## src/ssp_pkg.sv

```systemverilog
package ssp_pkg;

  // ASCII code of the decimal point; it sets the dot bit instead of taking a digit
  localparam logic [7:0] DotChar = 8'h2E;
  // dot bit inside one segment byte
  localparam logic [7:0] DotSeg = 8'h80;
  // entries in the queue between front and back
  localparam int unsigned QueueDepth = 2;

  // one classified character, as it travels from front to back
  typedef struct packed {
    logic [7:0] pattern;  // segment pattern of a digit character
    logic       is_dot;   // character is the decimal point
    logic       last;     // final character of the string
  } ssp_item_t;

  // 7-segment font, blank for codes without a glyph
  function automatic logic [7:0] font_of(input logic [7:0] c);
    logic [7:0] seg;
    unique case (c)
      8'h2D: seg = 8'h40;                  // '-'
      8'h5F: seg = 8'h08;                  // '_'
      8'h7E: seg = 8'h01;                  // '~'
      8'h41: seg = 8'h77;                  // 'A'
      8'h43: seg = 8'h39;                  // 'C'
      8'h45: seg = 8'h79;                  // 'E'
      8'h46: seg = 8'h71;                  // 'F'
      8'h47: seg = 8'h3D;                  // 'G'
      8'h48: seg = 8'h76;                  // 'H'
      8'h49: seg = 8'h30;                  // 'I'
      8'h4A: seg = 8'h0E;                  // 'J'
      8'h4C: seg = 8'h38;                  // 'L'
      8'h50: seg = 8'h73;                  // 'P'
      8'h55: seg = 8'h3E;                  // 'U'
      8'h59: seg = 8'h72;                  // 'Y'
      8'h62: seg = 8'h7C;                  // 'b'
      8'h63: seg = 8'h58;                  // 'c'
      8'h64: seg = 8'h5E;                  // 'd'
      8'h68: seg = 8'h74;                  // 'h'
      8'h6E: seg = 8'h54;                  // 'n'
      8'h6F: seg = 8'h5C;                  // 'o'
      8'h72: seg = 8'h50;                  // 'r'
      8'h74: seg = 8'h78;                  // 't'
      8'h75: seg = 8'h1C;                  // 'u'
      8'h44, 8'h4F, 8'h30: seg = 8'h3F;    // 'D' 'O' '0'
      8'h31: seg = 8'h06;
      8'h32: seg = 8'h5B;
      8'h33: seg = 8'h4F;
      8'h34: seg = 8'h66;
      8'h35: seg = 8'h6D;
      8'h36: seg = 8'h7D;
      8'h37: seg = 8'h07;
      8'h42, 8'h38: seg = 8'h7F;           // 'B' '8'
      8'h39: seg = 8'h6F;
      default: seg = 8'h00;
    endcase
    return seg;
  endfunction

endpackage

```

## src/ssp_front.sv

```systemverilog
module ssp_front
  import ssp_pkg::*;
(
  input  logic       s_axis_tvalid,
  output logic       s_axis_tready,
  input  logic [7:0] s_axis_tdata,   // [7:0] char_code
  input  logic       s_axis_tlast,   // end_of_text
  input  logic       q_full_i,
  output logic       q_push_o,
  output ssp_item_t  q_item_o
);

  // accept whenever the queue has room
  assign s_axis_tready = ~q_full_i;
  assign q_push_o      = s_axis_tvalid & ~q_full_i;

  // classify: period vs. digit, and font lookup
  assign q_item_o.is_dot  = (s_axis_tdata == DotChar);
  assign q_item_o.pattern = font_of(s_axis_tdata);
  assign q_item_o.last    = s_axis_tlast;

endmodule

```

## src/ssp_queue.sv

```systemverilog
module ssp_queue
  import ssp_pkg::*;
(
  input  logic      clk_i,
  input  logic      rst_ni,
  input  logic      push_i,
  input  ssp_item_t item_i,
  output logic      full_o,
  input  logic      pop_i,
  output logic      valid_o,
  output ssp_item_t item_o
);

  localparam int unsigned PtrW = (QueueDepth > 1) ? $clog2(QueueDepth) : 1;
  localparam int unsigned CntW = $clog2(QueueDepth + 1);
  localparam logic [PtrW-1:0] LastPtr = PtrW'(QueueDepth - 1);
  localparam logic [CntW-1:0] FullCnt = CntW'(QueueDepth);

  ssp_item_t       mem_q [QueueDepth];
  logic [PtrW-1:0] wr_ptr_q, wr_ptr_d;
  logic [PtrW-1:0] rd_ptr_q, rd_ptr_d;
  logic [CntW-1:0] cnt_q, cnt_d;
  logic            do_push, do_pop;

  assign full_o  = (cnt_q == FullCnt);
  assign valid_o = (cnt_q != '0);
  assign item_o  = mem_q[rd_ptr_q];
  assign do_push = push_i & ~full_o;
  assign do_pop  = pop_i & valid_o;

  // pointer and fill count update
  always_comb begin
    wr_ptr_d = wr_ptr_q;
    rd_ptr_d = rd_ptr_q;
    cnt_d    = cnt_q;
    if (do_push) begin
      wr_ptr_d = (wr_ptr_q == LastPtr) ? '0 : wr_ptr_q + 1'b1;
    end
    if (do_pop) begin
      rd_ptr_d = (rd_ptr_q == LastPtr) ? '0 : rd_ptr_q + 1'b1;
    end
    if (do_push && !do_pop) begin
      cnt_d = cnt_q + 1'b1;
    end else if (!do_push && do_pop) begin
      cnt_d = cnt_q - 1'b1;
    end
  end

  always_ff @(posedge clk_i or negedge rst_ni) begin
    if (!rst_ni) begin
      wr_ptr_q <= '0;
      rd_ptr_q <= '0;
      cnt_q    <= '0;
    end else begin
      wr_ptr_q <= wr_ptr_d;
      rd_ptr_q <= rd_ptr_d;
      cnt_q    <= cnt_d;
    end
  end

  // storage, no reset
  always_ff @(posedge clk_i) begin
    if (do_push) begin
      mem_q[wr_ptr_q] <= item_i;
    end
  end

  a_cnt_bound: assert property (@(posedge clk_i) disable iff (!rst_ni)
    cnt_q <= FullCnt)
    else $error("queue fill count above depth");

endmodule

```

## src/ssp_back.sv

```systemverilog
module ssp_back
  import ssp_pkg::*;
#(
  parameter int unsigned DIGIT_COUNT = 4
) (
  input  logic        clk_i,
  input  logic        rst_ni,
  input  logic        q_valid_i,
  input  ssp_item_t   q_item_i,
  output logic        q_pop_o,
  output logic        out_valid_o,
  input  logic        out_ready_i,
  output logic [31:0] out_word_o,
  output logic [2:0]  out_digits_o
);

  localparam logic [3:0] LimitC = 4'(DIGIT_COUNT);

  logic [31:0] word_q, word_d;
  logic [2:0]  cnt_q, cnt_d;
  logic        skip_q, skip_d;
  logic        out_valid_q, out_valid_d;
  logic [31:0] out_word_q, out_word_d;
  logic [2:0]  out_cnt_q, out_cnt_d;

  logic [31:0] word_next;
  logic [3:0]  cnt_sum;
  logic        full, emit;

  // take the next transaction when the output register is free or draining
  assign q_pop_o = q_valid_i & (~out_valid_q | out_ready_i);

  // packing datapath
  always_comb begin
    if (q_item_i.is_dot) begin
      word_next = word_q | {24'h0, DotSeg};
      cnt_sum   = {1'b0, cnt_q};
    end else begin
      word_next = {word_q[23:0], q_item_i.pattern};
      cnt_sum   = {1'b0, cnt_q} + 4'd1;
    end
    full = ~q_item_i.is_dot & (cnt_sum == LimitC);
    emit = ~skip_q & (full | q_item_i.last);
  end

  // state and output register update
  always_comb begin
    word_d      = word_q;
    cnt_d       = cnt_q;
    skip_d      = skip_q;
    out_valid_d = out_valid_q & ~out_ready_i;
    out_word_d  = out_word_q;
    out_cnt_d   = out_cnt_q;
    if (q_pop_o) begin
      if (skip_q) begin
        // drop characters until the end of the string
        if (q_item_i.last) begin
          skip_d = 1'b0;
        end
      end else if (emit) begin
        out_valid_d = 1'b1;
        out_word_d  = word_next;
        out_cnt_d   = cnt_sum[2:0];
        word_d      = '0;
        cnt_d       = '0;
        skip_d      = full & ~q_item_i.last;
      end else begin
        word_d = word_next;
        cnt_d  = cnt_sum[2:0];
      end
    end
  end

  always_ff @(posedge clk_i or negedge rst_ni) begin
    if (!rst_ni) begin
      word_q      <= '0;
      cnt_q       <= '0;
      skip_q      <= 1'b0;
      out_valid_q <= 1'b0;
    end else begin
      word_q      <= word_d;
      cnt_q       <= cnt_d;
      skip_q      <= skip_d;
      out_valid_q <= out_valid_d;
    end
  end

  // result payload, no reset
  always_ff @(posedge clk_i) begin
    out_word_q <= out_word_d;
    out_cnt_q  <= out_cnt_d;
  end

  assign out_valid_o  = out_valid_q;
  assign out_word_o   = out_word_q;
  assign out_digits_o = out_cnt_q;

  a_cnt_below_limit: assert property (@(posedge clk_i) disable iff (!rst_ni)
    {1'b0, cnt_q} < LimitC)
    else $error("digit count reached limit without emitting");

  a_skip_clean: assert property (@(posedge clk_i) disable iff (!rst_ni)
    skip_q |-> (word_q == '0) && (cnt_q == '0))
    else $error("skipping with a partly built word");

  a_emit_shows: assert property (@(posedge clk_i) disable iff (!rst_ni)
    q_pop_o && emit |=> out_valid_q)
    else $error("emitted result not presented");

endmodule

```

## src/seven_segment_string_packer_unit.sv

```systemverilog
// Seven-segment string packer.
// Input stream: one ASCII character per transaction on s_axis_tdata, with
// s_axis_tlast on the final character of a string. Output stream: one packed
// word per finished string, or as soon as DIGIT_COUNT digits are packed; the
// rest of such a string is then dropped, trailing periods included.
// A period sets the dot bit of the newest digit and takes no digit position.
// Throughput: one character per cycle unless the output stalls. A front stage decodes
// the font and writes a two-entry queue; the back stage packs one queued character a
// cycle, unless stalled, into the word register and loads the output register.
// A result passes through the queue and the output register on its way to m_axis.
// Stall: while m_axis_tready is low the result holds and the back stage
// stops taking characters; the queue fills its two entries before
// s_axis_tready drops.
// Reset: clears the word, the digit count, the skip flag, the queue and the
// output valid; no transaction is in flight afterwards.
module seven_segment_string_packer_unit
  import ssp_pkg::*;
#(
  parameter int unsigned DIGIT_COUNT = 4
) (
  input  logic        clk_i,
  input  logic        rst_ni,
  input  logic        s_axis_tvalid,
  output logic        s_axis_tready,
  input  logic [7:0]  s_axis_tdata,   // [7:0] char_code
  input  logic        s_axis_tlast,   // end_of_text
  output logic        m_axis_tvalid,
  input  logic        m_axis_tready,
  output logic [39:0] m_axis_tdata    // [31:0] segment_word, [34:32] digits_used
);

  logic        q_full, q_push, q_pop, q_valid;
  ssp_item_t   q_in, q_out;
  logic [31:0] seg_word;
  logic [2:0]  digits;

  ssp_front u_front (
    .s_axis_tvalid (s_axis_tvalid),
    .s_axis_tready (s_axis_tready),
    .s_axis_tdata  (s_axis_tdata),
    .s_axis_tlast  (s_axis_tlast),
    .q_full_i      (q_full),
    .q_push_o      (q_push),
    .q_item_o      (q_in)
  );

  ssp_queue u_queue (
    .clk_i   (clk_i),
    .rst_ni  (rst_ni),
    .push_i  (q_push),
    .item_i  (q_in),
    .full_o  (q_full),
    .pop_i   (q_pop),
    .valid_o (q_valid),
    .item_o  (q_out)
  );

  ssp_back #(
    .DIGIT_COUNT (DIGIT_COUNT)
  ) u_back (
    .clk_i        (clk_i),
    .rst_ni       (rst_ni),
    .q_valid_i    (q_valid),
    .q_item_i     (q_out),
    .q_pop_o      (q_pop),
    .out_valid_o  (m_axis_tvalid),
    .out_ready_i  (m_axis_tready),
    .out_word_o   (seg_word),
    .out_digits_o (digits)
  );

  assign m_axis_tdata = {5'b0, digits, seg_word};

endmodule

```

## config.mk

```make
export PLATFORM = sky130hd
export DESIGN_NAME = seven_segment_string_packer_unit
export DESIGN_NICKNAME = d
export VERILOG_FILES = /design/src/ssp_pkg.sv /design/src/ssp_front.sv /design/src/ssp_queue.sv /design/src/ssp_back.sv /design/src/seven_segment_string_packer_unit.sv
export SDC_FILE = /design/constraint.sdc
export NUM_CORES = 1
export LEC_CHECK = 0
export ABC_AREA = 0
export ABC_CLOCK_PERIOD_IN_PS = 4400
export BUFFER_PORTS_ARGS = -buffer_cell sky130_fd_sc_hd__buf_2
export CAP_MARGIN = 0
export CORE_MARGIN = 2
export CORE_UTILIZATION = 40
export DETAILED_ROUTE_END_ITERATION = 12
export PLACE_DENSITY_LB_ADDON = 0.15
export RECOVER_POWER = 25
export SLEW_MARGIN = 20
export SYNTH_ARGS = -nofsm -noshare
export SYNTH_HDL_FRONTEND = slang
export SYNTH_SLANG_ARGS = --single-unit
```

## constraint.sdc

```tcl
create_clock -name clk_i -period 4.4 [get_ports clk_i]
set_input_delay 0.88 -clock clk_i [delete_from_list [all_inputs] [get_ports clk_i]]
set_output_delay 0.88 -clock clk_i [all_outputs]
set_load 0.05 [all_outputs]
```

==> impl_metrics.env <==
export IMPL_max_clock_path_buffers=2
export IMPL_critPathBufInv=2
export IMPL_p_leak_nw=2.14
export IMPL_syn_area_um2=4610
export IMPL_hold_viol=0
export IMPL_grt_pass1_wl_um=15200
export IMPL_cts_sinks=94
export IMPL_yosysSeqAreaShare_pct=56.8
export IMPL_max_cap_viol_count=1
export IMPL_die_w_um=111
export IMPL_drt_iter0_drc=189
export IMPL_holdPathStages=2
export IMPL_synth_avg_cell_area_um2=12.0
export IMPL_finalSetupViolations=0
export IMPL_drv_slew=42
export IMPL_timing_hold_ws_ns=0.481
export IMPL_grt_use_total_pct=15.0
export IMPL_die_h_um=111
export IMPL_clockRootBuffer="clkbuf_16"
export IMPL_arrival_ns=2.78
export IMPL_ys_async_sr_fraction_pct=43.6
export IMPL_cts_resized=0
export IMPL_outcome="complete, but fails checks"
export IMPL_ant_nets=0
export IMPL_min_period_over_period_pct=62.3
export IMPL_die_area_um2=12400
export IMPL_grt_max_degree=50
export IMPL_min_from="u_back.word_q[7]"
export IMPL_reg2reg_to="u_back.out_word_o[4]"
export IMPL_grt_ovfl_total=0
export IMPL_n_fill_cell=1072
export IMPL_drive_above_1_share_pct=20.7
export IMPL_syn2layout_area_growth_pct=12.5
export IMPL_violations="capacitance limit, slew limit"
export IMPL_r2r_slack_ns=1.66
export IMPL_finalClockSkew_ns=0.0104
export IMPL_ys_warn_count=0
export IMPL_post_place_ws_ns=1.28
export IMPL_power_density_nw_per_um2=761
export IMPL_finalSetupTns_ns=0
export IMPL_worst_path_max_fanout=49
export IMPL_critPathSlowestCell="dfrtp_1"
export IMPL_rows=39
export IMPL_grt_setup_unrepaired="false"
export IMPL_clkTransAtPathRegs_ns=0.06
export IMPL_vias=3037
export IMPL_worst_slew_margin_rel_pct=-53.7
export IMPL_r2r_start="u_queue.rd_ptr_q"
export IMPL_dp_cells=552
export IMPL_place_congestion=0.833
export IMPL_coreArea_um2=11300
export IMPL_cpLargestDelayFamily="compound AO/OA/AOI/OAI gates"
export IMPL_fmax_mhz=365
export IMPL_cp_depth=5
export IMPL_ir_drop_uv=365
export IMPL_place_hpwl_um=6050
export IMPL_synth_cells=384
export IMPL_cp_slowest_stage_delay_ns=0.72
export IMPL_drtPass1Iterations=4
export IMPL_portBuffers=49
export IMPL_fin_cells=569
export IMPL_wire_per_inst_um=15.9
export IMPL_cts_tree="done"
export IMPL_cp_end_kind="flop"
export IMPL_cts_hold_buf=0
export IMPL_start_kind="flop"
export IMPL_start_util_pct=40.7
export IMPL_wl_um=9020
export IMPL_clock_latency_ns=0.34
export IMPL_final_nets=444
export IMPL_io_pins=55
export IMPL_holdPathEnd="u_back.word_q[7]"
export IMPL_diodes=0
export IMPL_reg2reg_depth=5
export IMPL_cts_buffers=9
export IMPL_max_slew_worst_pin_slew_ns=2.31
export IMPL_fin_ws_ns=1.66
export IMPL_antenna_found_initial=0
export IMPL_synth_top_flop_cell="edfxtp_1"
export IMPL_synth_cell_types=52
export IMPL_grt_pass1_vias=2989
export IMPL_utilization_pct=45.8
export IMPL_cts_setup_buffers=0
export IMPL_crit_type="reg2reg"
export IMPL_htree_num_levels=3
export IMPL_ys_ff_latch=94
export IMPL_cp_required_ns=4.44
export IMPL_synth_edf_count=53
export IMPL_hp_class="reg2reg"
export IMPL_min_period_ns=2.74
export IMPL_via_per_inst=5.34
export IMPL_worstPathCellList="mux2i_4, buf_4, o2111ai_2, a21oi_4, buf_16"
export IMPL_drcViolationCount=0
kinds of logic after synthesis:
group,count (synthesis),share of synthesized area (%)
AOI/OAI and AO/OA,100,15.2
DFF,94,56.8
and+or+nand+nor,83,8.83
buffers and inverters,55,6.33
muxes,31,8.17
adders and majority gates,10,2.72
xor gates and xnor gates,10,1.90
other,1,0.0814
worst max-delay path by stage:
stage	startpoint	to	slack (ns)
2_1_floorplan	m_axis_tready	u_back.out_digits_o[0]	0.70
3_3_place_gp	u_queue.rd_ptr_q	u_back.out_word_o[4]	1.41
3_5_place_dp	u_queue.rd_ptr_q	u_back.out_word_o[4]	1.28
4_1_cts	u_queue.rd_ptr_q	u_back.out_word_o[4]	1.26
5_1_grt	rst_ni	u_back.word_q[7]	1.40
6_report	u_queue.rd_ptr_q	u_back.out_word_o[4]	1.66
layer usage:
layer  vias to the layer above  track usage (%)  wire length [um]
li1                       1460                -                 -
met1                      1498             21.7              4460
met2                        68             23.2              4160
met3                        11             3.39               306
met4                         0             3.46                95
met5                         -                0                 0
worst register-to-register path, cell delays in order, from the launching register on:
cell and delay (ns):
dfrtp_1 0.72, mux2i_4 0.31, buf_4 0.40, o2111ai_2 0.26, a21oi_4 0.51, buf_16 0.24
cell usage after synthesis, drive strengths merged, types with 8 or more instances:
master	instances	share of area (%)
mux2i	15	3.5
ha	10	2.7
nand2b	8	1.1
dfrtp	41	22
buf	22	3.6
a21oi	17	1.8
inv	25	2.0
mux2	13	3.2
nand2	31	2.5
nor2	14	1.1
edfxtp	53	35
clkbuf	8	0.65
o21ai	25	2.7
a22o	31	5.9
state kept, by name (all words and copies together), names as in the netlist, 2 cells and up:
name,cells
u_back.cnt_q,3
u_queue.cnt_q,2
u_back.out_word_o,32
u_back.out_digits_o,3
u_back.word_q,32
u_queue.mem_q,18
power by group:
part / internal, mW / switching (mW) / leakage, nW / total (mW)
sequential: 1.35 / 0.163 / 1.06 / 1.51
clock: 0.393 / 0.340 / 0.136 / 0.733
combinational: 0.457 / 1.24 / 0.948 / 1.70
metrics by stage:
| step | cell area [um2] | total power, mW |
|---|---|---|
| floorplan | 4620 | 2.90 |
| global placement | 4870 | 3.20 |
| detailed placement | 4880 | 3.23 |
| CTS | 5160 | 3.96 |
| global route | 5180 | 4.18 |
| finish | 5180 | 3.95 |
area by class of cell:
class | instances | area, um2 | area share [%]
sequential | 94 | 2620 | 50.5
multi-input combinational | 239 | 1730 | 33.3
timing repair buffer | 52 | 284 | 5.48
clock buffer | 10 | 229 | 4.42
tap | 143 | 179 | 3.45
inverter | 25 | 93.8 | 1.81
clock inverter | 6 | 53.8 | 1.04
cell usage in the layout, fill, tap and decap left out, drive strengths merged, types with 7 or more instances in the layout:
cell type / count
a21oi: 17
a22o: 31
buf: 49
clkbuf: 13
dfrtp: 41
edfxtp: 53
ha: 10
inv: 28
mux2: 13
mux2i: 15
nand2: 31
nand2b: 8
nor2: 14
nor2b: 7
o21ai: 25
(Power assumes the default switching activity.)
